`src/sv/mru_page_frame_replacer_macros.svh`:
```
// Assertion macros used by the page frame replacer sequencer.
`ifndef MRU_PAGE_FRAME_REPLACER_MACROS_SVH
`define MRU_PAGE_FRAME_REPLACER_MACROS_SVH

// Checks a consequent in the same cycle as its antecedent.
`define MPFR_ASSERT_NOW(lbl, ck, rn, ante, cons, msg) \
	lbl: assert property (@(posedge ck) disable iff (!rn) (ante) |-> (cons)) \
		else $error(msg);

// Checks a consequent in the cycle after its antecedent.
`define MPFR_ASSERT_NEXT(lbl, ck, rn, ante, cons, msg) \
	lbl: assert property (@(posedge ck) disable iff (!rn) (ante) |=> (cons)) \
		else $error(msg);

`endif

```
`src/sv/mpfr_pkg.sv`:
```
// Shared constants and types of the page frame replacer.
package mpfr_pkg;
	localparam int FRAMES_DEF = 16;
	localparam int PAGE_BITS_DEF = 16;
	localparam int CFG_W = 5;
	localparam logic [CFG_W-1:0] FRAMES_IN_USE_RST = 5'd16;
	localparam int IDX_OUT_W = 4;
	localparam logic REG_FRAMES_IN_USE = 1'b0;

	typedef struct packed {
		logic valid;
		logic hit;
		logic empty;
	} scan_flags_t;

	typedef enum logic [1:0] {
		ST_IDLE,
		ST_SCAN,
		ST_WRITE
	} ctrl_state_t;
endpackage

```
`src/sv/mpfr_cell.sv`:
```
// One frame cell: holds a frame and passes the lookup beat on to the next cell.
module mpfr_cell #(
	parameter int FRAMES = mpfr_pkg::FRAMES_DEF,
	parameter int PAGE_BITS = mpfr_pkg::PAGE_BITS_DEF,
	parameter int K = 0,
	localparam int IW = (FRAMES > 1) ? $clog2(FRAMES) : 1,
	localparam int NW = $clog2(FRAMES + 1)
) (
	input  logic                    clk,
	input  logic                    arst_n,
	input  logic [NW-1:0]           n_active,
	input  logic [IW-1:0]           victim_idx,
	input  logic                    wr_en,
	input  logic [IW-1:0]           wr_idx,
	input  logic [PAGE_BITS-1:0]    wr_page,
	input  mpfr_pkg::scan_flags_t   in_flags,
	input  logic [PAGE_BITS-1:0]    in_page,
	input  logic [IW-1:0]           in_hidx,
	input  logic [IW-1:0]           in_eidx,
	input  logic [PAGE_BITS-1:0]    in_vpage,
	output mpfr_pkg::scan_flags_t   out_flags,
	output logic [PAGE_BITS-1:0]    out_page,
	output logic [IW-1:0]           out_hidx,
	output logic [IW-1:0]           out_eidx,
	output logic [PAGE_BITS-1:0]    out_vpage
);
	import mpfr_pkg::*;

	localparam logic [IW-1:0] MY_IDX = IW'(K);
	localparam logic [NW-1:0] MY_NUM = NW'(K);

	logic                 valid_q;
	logic [PAGE_BITS-1:0] frame_q;
	scan_flags_t          flags_q;
	logic [PAGE_BITS-1:0] req_q;
	logic [IW-1:0]        hidx_q;
	logic [IW-1:0]        eidx_q;
	logic [PAGE_BITS-1:0] vpage_q;

	logic        active;
	logic        hit_here;
	logic        empty_here;
	scan_flags_t flags_d;

	assign active = (MY_NUM < n_active);
	assign hit_here = active && valid_q && (frame_q == in_page) && !in_flags.hit;
	assign empty_here = active && !valid_q && !in_flags.empty;

	always_comb begin
		flags_d.valid = in_flags.valid;
		flags_d.hit = in_flags.hit || hit_here;
		flags_d.empty = in_flags.empty || empty_here;
	end

	always_ff @(posedge clk or negedge arst_n) begin
		if (!arst_n) begin
			valid_q <= 1'b0;
			flags_q <= '0;
		end else begin
			flags_q <= flags_d;
			if (wr_en && (wr_idx == MY_IDX)) begin
				valid_q <= 1'b1;
			end
		end
	end

	always_ff @(posedge clk) begin
		if (wr_en && (wr_idx == MY_IDX)) begin
			frame_q <= wr_page;
		end
		req_q <= in_page;
		hidx_q <= hit_here ? MY_IDX : in_hidx;
		eidx_q <= empty_here ? MY_IDX : in_eidx;
		vpage_q <= (victim_idx == MY_IDX) ? frame_q : in_vpage;
	end

	assign out_flags = flags_q;
	assign out_page = req_q;
	assign out_hidx = hidx_q;
	assign out_eidx = eidx_q;
	assign out_vpage = vpage_q;
endmodule

```
`src/sv/mpfr_ctrl.sv`:
```
// Request sequencer: launches lookups into the cell chain, updates the table and the result.
`include "mru_page_frame_replacer_macros.svh"

module mpfr_ctrl #(
	parameter int FRAMES = mpfr_pkg::FRAMES_DEF,
	parameter int PAGE_BITS = mpfr_pkg::PAGE_BITS_DEF,
	localparam int IW = (FRAMES > 1) ? $clog2(FRAMES) : 1,
	localparam int NW = $clog2(FRAMES + 1),
	localparam int OUT_W = ((PAGE_BITS + 38 + 7) / 8) * 8
) (
	input  logic                  clk,
	input  logic                  arst_n,
	input  logic                  s_tvalid,
	output logic                  s_tready,
	input  logic [NW-1:0]         n_active,
	output logic [IW-1:0]         victim_idx,
	output mpfr_pkg::scan_flags_t head_flags,
	input  mpfr_pkg::scan_flags_t tail_flags,
	input  logic [PAGE_BITS-1:0]  tail_page,
	input  logic [IW-1:0]         tail_hidx,
	input  logic [IW-1:0]         tail_eidx,
	input  logic [PAGE_BITS-1:0]  tail_vpage,
	output logic                  wr_en,
	output logic [IW-1:0]         wr_idx,
	output logic [PAGE_BITS-1:0]  wr_page,
	output logic                  m_tvalid,
	input  logic                  m_tready,
	output logic [OUT_W-1:0]      m_tdata
);
	import mpfr_pkg::*;

	localparam int PAD_W = OUT_W - (PAGE_BITS + 38);

	ctrl_state_t          state_q;
	ctrl_state_t          state_d;
	logic [IW-1:0]        last_frame_q;
	logic [31:0]          fault_count_q;
	logic                 res_hit_q;
	logic                 res_empty_q;
	logic [PAGE_BITS-1:0] res_page_q;
	logic [IW-1:0]        res_hidx_q;
	logic [IW-1:0]        res_eidx_q;
	logic [PAGE_BITS-1:0] res_vpage_q;
	logic                 m_tvalid_q;
	logic [OUT_W-1:0]     m_data_q;

	logic                 accept;
	logic                 ld;
	logic [IW-1:0]        slot;
	logic                 evict;
	logic [PAGE_BITS-1:0] old_page;
	logic [31:0]          fault_next;
	logic [IW+3:0]        slot_ext;

	assign victim_idx = (NW'(last_frame_q) < n_active) ? last_frame_q : '0;

	always_comb begin
		state_d = state_q;
		unique case (state_q)
			ST_IDLE:  if (accept) state_d = ST_SCAN;
			ST_SCAN:  if (tail_flags.valid) state_d = ST_WRITE;
			ST_WRITE: if (ld) state_d = ST_IDLE;
			default:  state_d = ST_IDLE;
		endcase
	end

	always_comb begin
		s_tready = (state_q == ST_IDLE);
		ld = (state_q == ST_WRITE) && (!m_tvalid_q || m_tready);
	end

	assign accept = s_tvalid && s_tready;

	always_comb begin
		head_flags.valid = accept;
		head_flags.hit = 1'b0;
		head_flags.empty = 1'b0;
	end

	always_comb begin
		evict = 1'b0;
		old_page = '0;
		if (res_hit_q) begin
			slot = res_hidx_q;
		end else if (res_empty_q) begin
			slot = res_eidx_q;
		end else begin
			slot = victim_idx;
			evict = 1'b1;
			old_page = res_vpage_q;
		end
		if (res_hit_q || (fault_count_q == '1)) begin
			fault_next = fault_count_q;
		end else begin
			fault_next = fault_count_q + 32'd1;
		end
		slot_ext = {4'b0, slot};
	end

	assign wr_en = ld && !res_hit_q;
	assign wr_idx = slot;
	assign wr_page = res_page_q;

	always_ff @(posedge clk or negedge arst_n) begin
		if (!arst_n) begin
			state_q <= ST_IDLE;
			last_frame_q <= '0;
			fault_count_q <= '0;
			m_tvalid_q <= 1'b0;
		end else begin
			state_q <= state_d;
			if (ld) begin
				last_frame_q <= slot;
				fault_count_q <= fault_next;
				m_tvalid_q <= 1'b1;
			end else if (m_tready) begin
				m_tvalid_q <= 1'b0;
			end
		end
	end

	always_ff @(posedge clk) begin
		if (tail_flags.valid) begin
			res_hit_q <= tail_flags.hit;
			res_empty_q <= tail_flags.empty;
			res_page_q <= tail_page;
			res_hidx_q <= tail_hidx;
			res_eidx_q <= tail_eidx;
			res_vpage_q <= tail_vpage;
		end
		if (ld) begin
			m_data_q <= {{PAD_W{1'b0}}, fault_next, old_page, evict,
				slot_ext[IDX_OUT_W-1:0], !res_hit_q};
		end
	end

	assign m_tvalid = m_tvalid_q;
	assign m_tdata = m_data_q;

	`MPFR_ASSERT_NEXT(a_one_in_flight, clk, arst_n, accept, !s_tready, "second beat accepted during a lookup")
	`MPFR_ASSERT_NOW(a_tail_in_scan, clk, arst_n, tail_flags.valid, state_q == ST_SCAN, "lookup left the chain outside the scan state")
	`MPFR_ASSERT_NEXT(a_hit_no_fault, clk, arst_n, ld && res_hit_q, fault_count_q == $past(fault_count_q), "fault counted on a hit")
	`MPFR_ASSERT_NOW(a_victim_active, clk, arst_n, n_active != '0, NW'(victim_idx) < n_active, "victim frame outside the active range")
endmodule

```
`src/sv/mru_page_frame_replacer.sv`:
```
// Top level of the page frame replacer: configuration port, frame cell chain and sequencer.
// Each request beat walks the chain of FRAMES frame cells, one cell per cycle, collecting the
// lowest matching frame, the lowest empty frame and the page of the most recently used frame;
// the table is then updated and the result beat loaded when no earlier result beat waits on
// m_tready, and no new request beat is accepted until then. A hit returns its frame; a miss
// fills the lowest empty active frame, or else evicts the frame used by the previous request
// (frame 0 if that frame is no longer active). Only frames below frames_in_use (0 read as 1,
// clamped to FRAMES) take part. The fault total saturates. All frames are empty after reset.
module mru_page_frame_replacer #(
	parameter int FRAMES = mpfr_pkg::FRAMES_DEF,
	parameter int PAGE_BITS = mpfr_pkg::PAGE_BITS_DEF,
	localparam int IN_W = ((PAGE_BITS + 7) / 8) * 8,
	localparam int OUT_W = ((PAGE_BITS + 38 + 7) / 8) * 8
) (
	input  logic             clk,
	input  logic             arst_n,
	input  logic             psel,
	input  logic             penable,
	input  logic             pwrite,
	input  logic [2:0]       paddr,
	input  logic [31:0]      pwdata,
	output logic [31:0]      prdata,
	output logic             pready,
	input  logic             s_tvalid,
	output logic             s_tready,
	// Fields from bit 0: page_number.
	input  logic [IN_W-1:0]  s_tdata,
	output logic             m_tvalid,
	input  logic             m_tready,
	// Fields from bit 0: page_fault, frame_index, replaced, evicted_page, fault_total.
	output logic [OUT_W-1:0] m_tdata
);
	import mpfr_pkg::*;

	localparam int IW = (FRAMES > 1) ? $clog2(FRAMES) : 1;
	localparam int NW = $clog2(FRAMES + 1);

	logic [CFG_W-1:0] frames_in_use_q;
	logic             reg_idx;
	logic [NW-1:0]    n_active;
	logic [IW-1:0]    victim_idx;
	logic             wr_en;
	logic [IW-1:0]    wr_idx;
	logic [PAGE_BITS-1:0] wr_page;

	scan_flags_t          ch_flags [FRAMES+1];
	logic [PAGE_BITS-1:0] ch_page  [FRAMES+1];
	logic [IW-1:0]        ch_hidx  [FRAMES+1];
	logic [IW-1:0]        ch_eidx  [FRAMES+1];
	logic [PAGE_BITS-1:0] ch_vpage [FRAMES+1];

	assign pready = 1'b1;
	assign reg_idx = paddr[2];

	always_ff @(posedge clk or negedge arst_n) begin
		if (!arst_n) begin
			frames_in_use_q <= FRAMES_IN_USE_RST;
		end else if (psel && penable && pwrite && pready && (reg_idx == REG_FRAMES_IN_USE)) begin
			frames_in_use_q <= pwdata[CFG_W-1:0];
		end
	end

	always_comb begin
		unique case (reg_idx)
			REG_FRAMES_IN_USE: prdata = {{(32-CFG_W){1'b0}}, frames_in_use_q};
			default:           prdata = '0;
		endcase
	end

	always_comb begin
		if (frames_in_use_q == '0) begin
			n_active = NW'(1);
		end else if (32'(frames_in_use_q) > 32'(FRAMES)) begin
			n_active = NW'(FRAMES);
		end else begin
			n_active = NW'(frames_in_use_q);
		end
	end

	assign ch_page[0] = s_tdata[PAGE_BITS-1:0];
	assign ch_hidx[0] = '0;
	assign ch_eidx[0] = '0;
	assign ch_vpage[0] = '0;

	for (genvar k = 0; k < FRAMES; k++) begin : g_cell
		mpfr_cell #(
			.FRAMES   (FRAMES),
			.PAGE_BITS(PAGE_BITS),
			.K        (k)
		) u_cell (
			.clk       (clk),
			.arst_n    (arst_n),
			.n_active  (n_active),
			.victim_idx(victim_idx),
			.wr_en     (wr_en),
			.wr_idx    (wr_idx),
			.wr_page   (wr_page),
			.in_flags  (ch_flags[k]),
			.in_page   (ch_page[k]),
			.in_hidx   (ch_hidx[k]),
			.in_eidx   (ch_eidx[k]),
			.in_vpage  (ch_vpage[k]),
			.out_flags (ch_flags[k+1]),
			.out_page  (ch_page[k+1]),
			.out_hidx  (ch_hidx[k+1]),
			.out_eidx  (ch_eidx[k+1]),
			.out_vpage (ch_vpage[k+1])
		);
	end

	mpfr_ctrl #(
		.FRAMES   (FRAMES),
		.PAGE_BITS(PAGE_BITS)
	) u_ctrl (
		.clk       (clk),
		.arst_n    (arst_n),
		.s_tvalid  (s_tvalid),
		.s_tready  (s_tready),
		.n_active  (n_active),
		.victim_idx(victim_idx),
		.head_flags(ch_flags[0]),
		.tail_flags(ch_flags[FRAMES]),
		.tail_page (ch_page[FRAMES]),
		.tail_hidx (ch_hidx[FRAMES]),
		.tail_eidx (ch_eidx[FRAMES]),
		.tail_vpage(ch_vpage[FRAMES]),
		.wr_en     (wr_en),
		.wr_idx    (wr_idx),
		.wr_page   (wr_page),
		.m_tvalid  (m_tvalid),
		.m_tready  (m_tready),
		.m_tdata   (m_tdata)
	);
endmodule
```
`config.mk`:
```
export PLATFORM = sky130hd
export DESIGN_NAME = mru_page_frame_replacer
export DESIGN_NICKNAME = d
export VERILOG_FILES = /design/src/sv/mpfr_pkg.sv /design/src/sv/mpfr_cell.sv /design/src/sv/mpfr_ctrl.sv /design/src/sv/mru_page_frame_replacer.sv
export VERILOG_INCLUDE_DIRS = /design/src /design/src/sv
export SDC_FILE = /design/constraint.sdc
export NUM_CORES = 1
export LEC_CHECK = 0
export BUFFER_PORTS_ARGS = -buffer_cell sky130_fd_sc_hd__buf_2
export CORE_AREA = 2 2 291 293
export CTS_CLUSTER_SIZE = 12
export DETAILED_ROUTE_END_ITERATION = 16
export DIE_AREA = 0 0 293 295
export PLACE_DENSITY = 0.59
export SLEW_MARGIN = 20
export SYNTH_ARGS = -nofsm -noshare
export SYNTH_HDL_FRONTEND = slang
export SYNTH_HIERARCHICAL = 1
export SYNTH_SLANG_ARGS = --single-unit
```
`constraint.sdc`:
```
create_clock -name clk -period 9.6 [get_ports clk]
set_input_delay 0.48 -clock clk [delete_from_list [all_inputs] [get_ports clk]]
set_output_delay 0.48 -clock clk [all_outputs]
set_load 0.03 [all_outputs]
```
==> metrics.yaml <==
place:
  placed_cell_area_sq_um: 39000
  place_congestion: 0.828
  numPortBuffers: 89
  dp_hpwl_um: 57900
yosys:
  ys_top_cells_by_area: "dfxtp_1 (35%), edfxtp_1 (28%), dfrtp_1 (7.2%)"
  synthFlopType: "dfxtp_1"
  yosys-mux-area-fraction_pct: 7.92
  synth_top_family_by_area: "simple AND/OR/NAND/NOR gates"
  synth.top_cell.area_share_pct: 34.5
  syn-cell-area_sq_um: 37100
  synthSimpleGateAreaFrac_pct: 9.21
  ys_seq_area_share_pct: 70.3
  syn_avg_cell_area_sq_um: 15.1
  synth.distinct_cells: 96
  synth_adder_area_share_pct: 0.135
  syn_inst: 2453
  synth_compound_area_share_pct: 4.19
  yosys_warnings: 6
  synth_edf_count: 352
  async_flop_share_pct: 9.82
  ys_ff_latch: 1100
  synth_xor_area_share_pct: 6.26
  synth_top_area_cell: "dfxtp_1"
die:
  io_pins: 149
  rows: 106
  die_w_um: 293
  dieHeight_um: 295
  dieArea_sq_um: 86400
  core_area_sq_um: 83200
  start_util_pct: 44.6
worst_setup_path:
  path_common_cell: "buf_4"
  end_kind: "register"
  crit_path_max_incr_delay_ns: 0.88
  cp_top_family: "buffers and inverters"
  cp.arrival_ns: 5.04
  crit_type: "reg2reg"
  cp-start-kind: "register"
  critical_path.max_fanout: 33
  crit_buf_inv: 4
  crit_required_ns: 10.13
  r2r_start: "frames_in_use_q[4]"
  slowest_stage: "nand4b_1"
  crit_path_cell_trace: "buf_4 -> nor2b_2 -> buf_4 -> inv_1 -> ha_1 -> a21o_1 -> a21o_1 -> a21boi_2 -> buf_4 -> nand4b_1 -> mux2_1"
  setup.worst_path.start: "frames_in_use_q[4]"
pwr:
  power_density_nw_per_um2: 268
  ir_drop_v: 0.000147
  p_leak_nw: 16.5
clock_network:
  clock-sinks: 1100
  ctsHoldBuffers: 17
  clock_latency_ns: 0.67
  cts.repair.resized: 0
  path_clk_slew_ns: 0.06
  cts_buffer_depth: 3
  numCtsBuffers: 110
  root_buffer: "clkbuf_16"
  cts_tree: "done"
  cts_setup_buffers: 0
  cts.htree.levels: 3
timing:
  fin_crit_sh_pct: 47.0
  drv_slew: 0
  setup_viol: 0
  slew-limit-headroom_pct: 23.2
  fmax_mhz: 222
  fin_setup_tns_ns: 0
  max_slew.worst_pin.slew_ns: 1.15
  rsz0062_at_grt: "false"
  finalHoldViolations: 0
  fin_skew_ns: 0.0288
  min_period_ns: 4.51
outcome:
  status: "finished clean"
drt:
  vias_per_cell: 4.99
  wl_per_cell_um: 21.7
  drt-total-wl_um: 83900
  drt-initial-drc-count: 1129
  drt_pre_antenna_iters: 6
  drc: 0
  postRouteAntennaNets: 0
  num_vias: 19300
layout:
  final_nets: 2747
  drive_above_1_share_pct: 23.5
  fin_area_sq_um: 42700
  antenna_cells: 0
  fillCellCount: 6878
  syn_to_final_growth_pct: 15.0
global_routing:
  grt.total_usage_pct: 19.5
  grt_antenna_before_repair: 5
  grt_pass1_vias: 20200
  grt_pass1_wl_um: 126000
  grt.overflow.total: 0
  grt_max_degree: 60
hold_path:
  hp-class: "in2reg"
  hp-start: "s_tvalid"
run:
  cap_violations: 0
## worst register-to-register path, stage by stage (launching register included)
cell and delay, ns:
dfstp_2 0.52, buf_4 0.50, nor2b_2 0.09, buf_4 0.28, inv_1 0.11, ha_1 0.22
a21o_1 0.16, a21o_1 0.35, a21boi_2 0.22, buf_4 0.36, nand4b_1 0.90, mux2_1 0.66
## kinds of logic (layout without fill, tap and decap cells)
| family | after synthesis | count (layout) |
|---|---|---|
| muxes | 261 | 261 |
| adders and majority gates | 4 | 4 |
| other | 3 | 56 |
| DFF | 1100 | 1100 |
| xor gates and xnor gates | 265 | 265 |
| buffers and inverters | 128 | 400 |
| AOI/OAI and AO/OA | 186 | 186 |
| and+or+nand+nor | 506 | 506 |
## stage by stage
stage          hold WS, ns  power, mW  worst slack, ns  std cells  util, %
3_3_place_gp         0.339       7.41             5.00       3629     46.8
6_report            0.0533       11.4             5.09       3858     51.3
3_5_place_dp         0.335       7.44             5.09       3634     46.9
5_1_grt             0.0314       11.9             4.88       3858     51.3
2_1_floorplan        0.184       6.87             4.13       2506        -
4_1_cts             0.0198       11.6             5.05       3856     51.3
## layer usage
| metal | vias to the layer above | track usage [%] | part of all wire (%) |
|---|---|---|---|
| met5 | - | 0 | 0 |
| met2 | 392 | 34.0 | 50 |
| met3 | 161 | 3.10 | 3.7 |
| met1 | 9644 | 24.7 | 43 |
| met4 | 0 | 6.47 | 3.1 |
| li1 | 9063 | - | - |
## placed cells by master, fill, tap and decap left out, drive strengths merged, types with 10 or more instances in the layout
| cell | instances |
|---|---|
| dfxtp | 640 |
| edfxtp | 352 |
| mux2 | 261 |
| clkbuf | 183 |
| xor2 | 147 |
| buf | 131 |
| xnor2 | 118 |
| dfrtp | 107 |
| nand2 | 58 |
| conb | 56 |
| nor2b | 56 |
| o21bai | 50 |
| inv | 50 |
| or2 | 48 |
| nor3 | 47 |
| nand4 | 46 |
| nor2 | 44 |
| nand3 | 43 |
| nor4 | 37 |
| nand2b | 36 |
| a21boi | 21 |
| and2 | 20 |
| o21a | 18 |
| dlygate4sd3 | 17 |
| a21oi | 17 |
| clkinv | 16 |
| nand4b | 14 |
| o21ai | 13 |
| a21o | 12 |
| and3 | 10 |
## report_power, final
part | internal (mW) | switching, mW | total, mW | leakage, nW
combinational | 0.791 | 0.733 | 1.52 | 4.81
clock | 2.37 | 1.73 | 4.10 | 1.70
sequential | 5.52 | 0.300 | 5.82 | 9.95
## cell type report
cell class	instances	area [sq um]	share of cell area, %
Inverter	47	176	0.413
Multi-Input combinational cell	1278	10600	24.9
Clock buffer	183	3230	7.57
Clock inverter	22	253	0.592
Sequential cell	1100	26100	61.1
Tap cell	1080	1350	3.17
Timing Repair Buffer	148	956	2.24
## Yosys cell counts (6+ instances only)
| master | count |
|---|---|
| a21oi_1 | 16 |
| o2111ai_1 | 6 |
| or2_1 | 7 |
| a21boi_1 | 8 |
| edfxtp_1 | 352 |
| nor2_1 | 41 |
| a21boi_0 | 13 |
| xnor2_1 | 118 |
| buf_6 | 8 |
| nor2b_1 | 54 |
| nand4b_1 | 8 |
| nor3_1 | 45 |
| clkbuf_1 | 9 |
| xor2_1 | 147 |
| dfxtp_1 | 640 |
| nor4_4 | 7 |
| o21ai_0 | 13 |
| o21bai_1 | 50 |
| a2111oi_4 | 6 |
| nand4_2 | 7 |
| mux2_1 | 26 |
| dfrtp_1 | 107 |
| mux2_2 | 235 |
| nand3_1 | 37 |
| buf_4 | 37 |
| a21o_1 | 12 |
| nand4_1 | 39 |
| or2_2 | 41 |
| nand2b_1 | 36 |
| inv_1 | 45 |
| buf_2 | 25 |
| nor4_1 | 18 |
| nand2_1 | 58 |
| and3_1 | 10 |
| and2_1 | 20 |
| o21a_1 | 18 |
| and4_1 | 9 |
| nor4_2 | 12 |
## state kept, by name, indices dropped and copies added, names as in the netlist, 4 cells and up
name	flops
g_cell.u_cell/frame_q	256
g_cell.u_cell/out_page	256
g_cell.u_cell/out_vpage	256
g_cell.u_cell/out_eidx	64
g_cell.u_cell/out_hidx	64
u_ctrl/m_tdata	54
g_cell.u_cell/out_flags	48
u_ctrl/fault_count_q	32
g_cell.u_cell/valid_q	16
u_ctrl/res_vpage_q	16
u_ctrl/wr_page	16
frames_in_use_q	5
u_ctrl/last_frame_q	4
u_ctrl/res_eidx_q	4
u_ctrl/res_hidx_q	4
## final timing paths
check | endpoint | depth (start not counted) | slack, ns
min in group asynchronous | g_cell[14].u_cell/valid_q | 2 | 0.45
worst min register to register | g_cell[12].u_cell/out_flags[2] | 0 | 0.34
worst min-delay path | g_cell[0].u_cell/out_flags[2] | 2 | 0.05
max in group asynchronous | g_cell[3].u_cell/valid_q | 3 | 7.77
worst max register to register | g_cell[7].u_cell/out_vpage[11] | 11 | 5.09
worst max-delay path | g_cell[7].u_cell/out_vpage[11] | 11 | 5.09
Power figures use the tool's default switching activity.
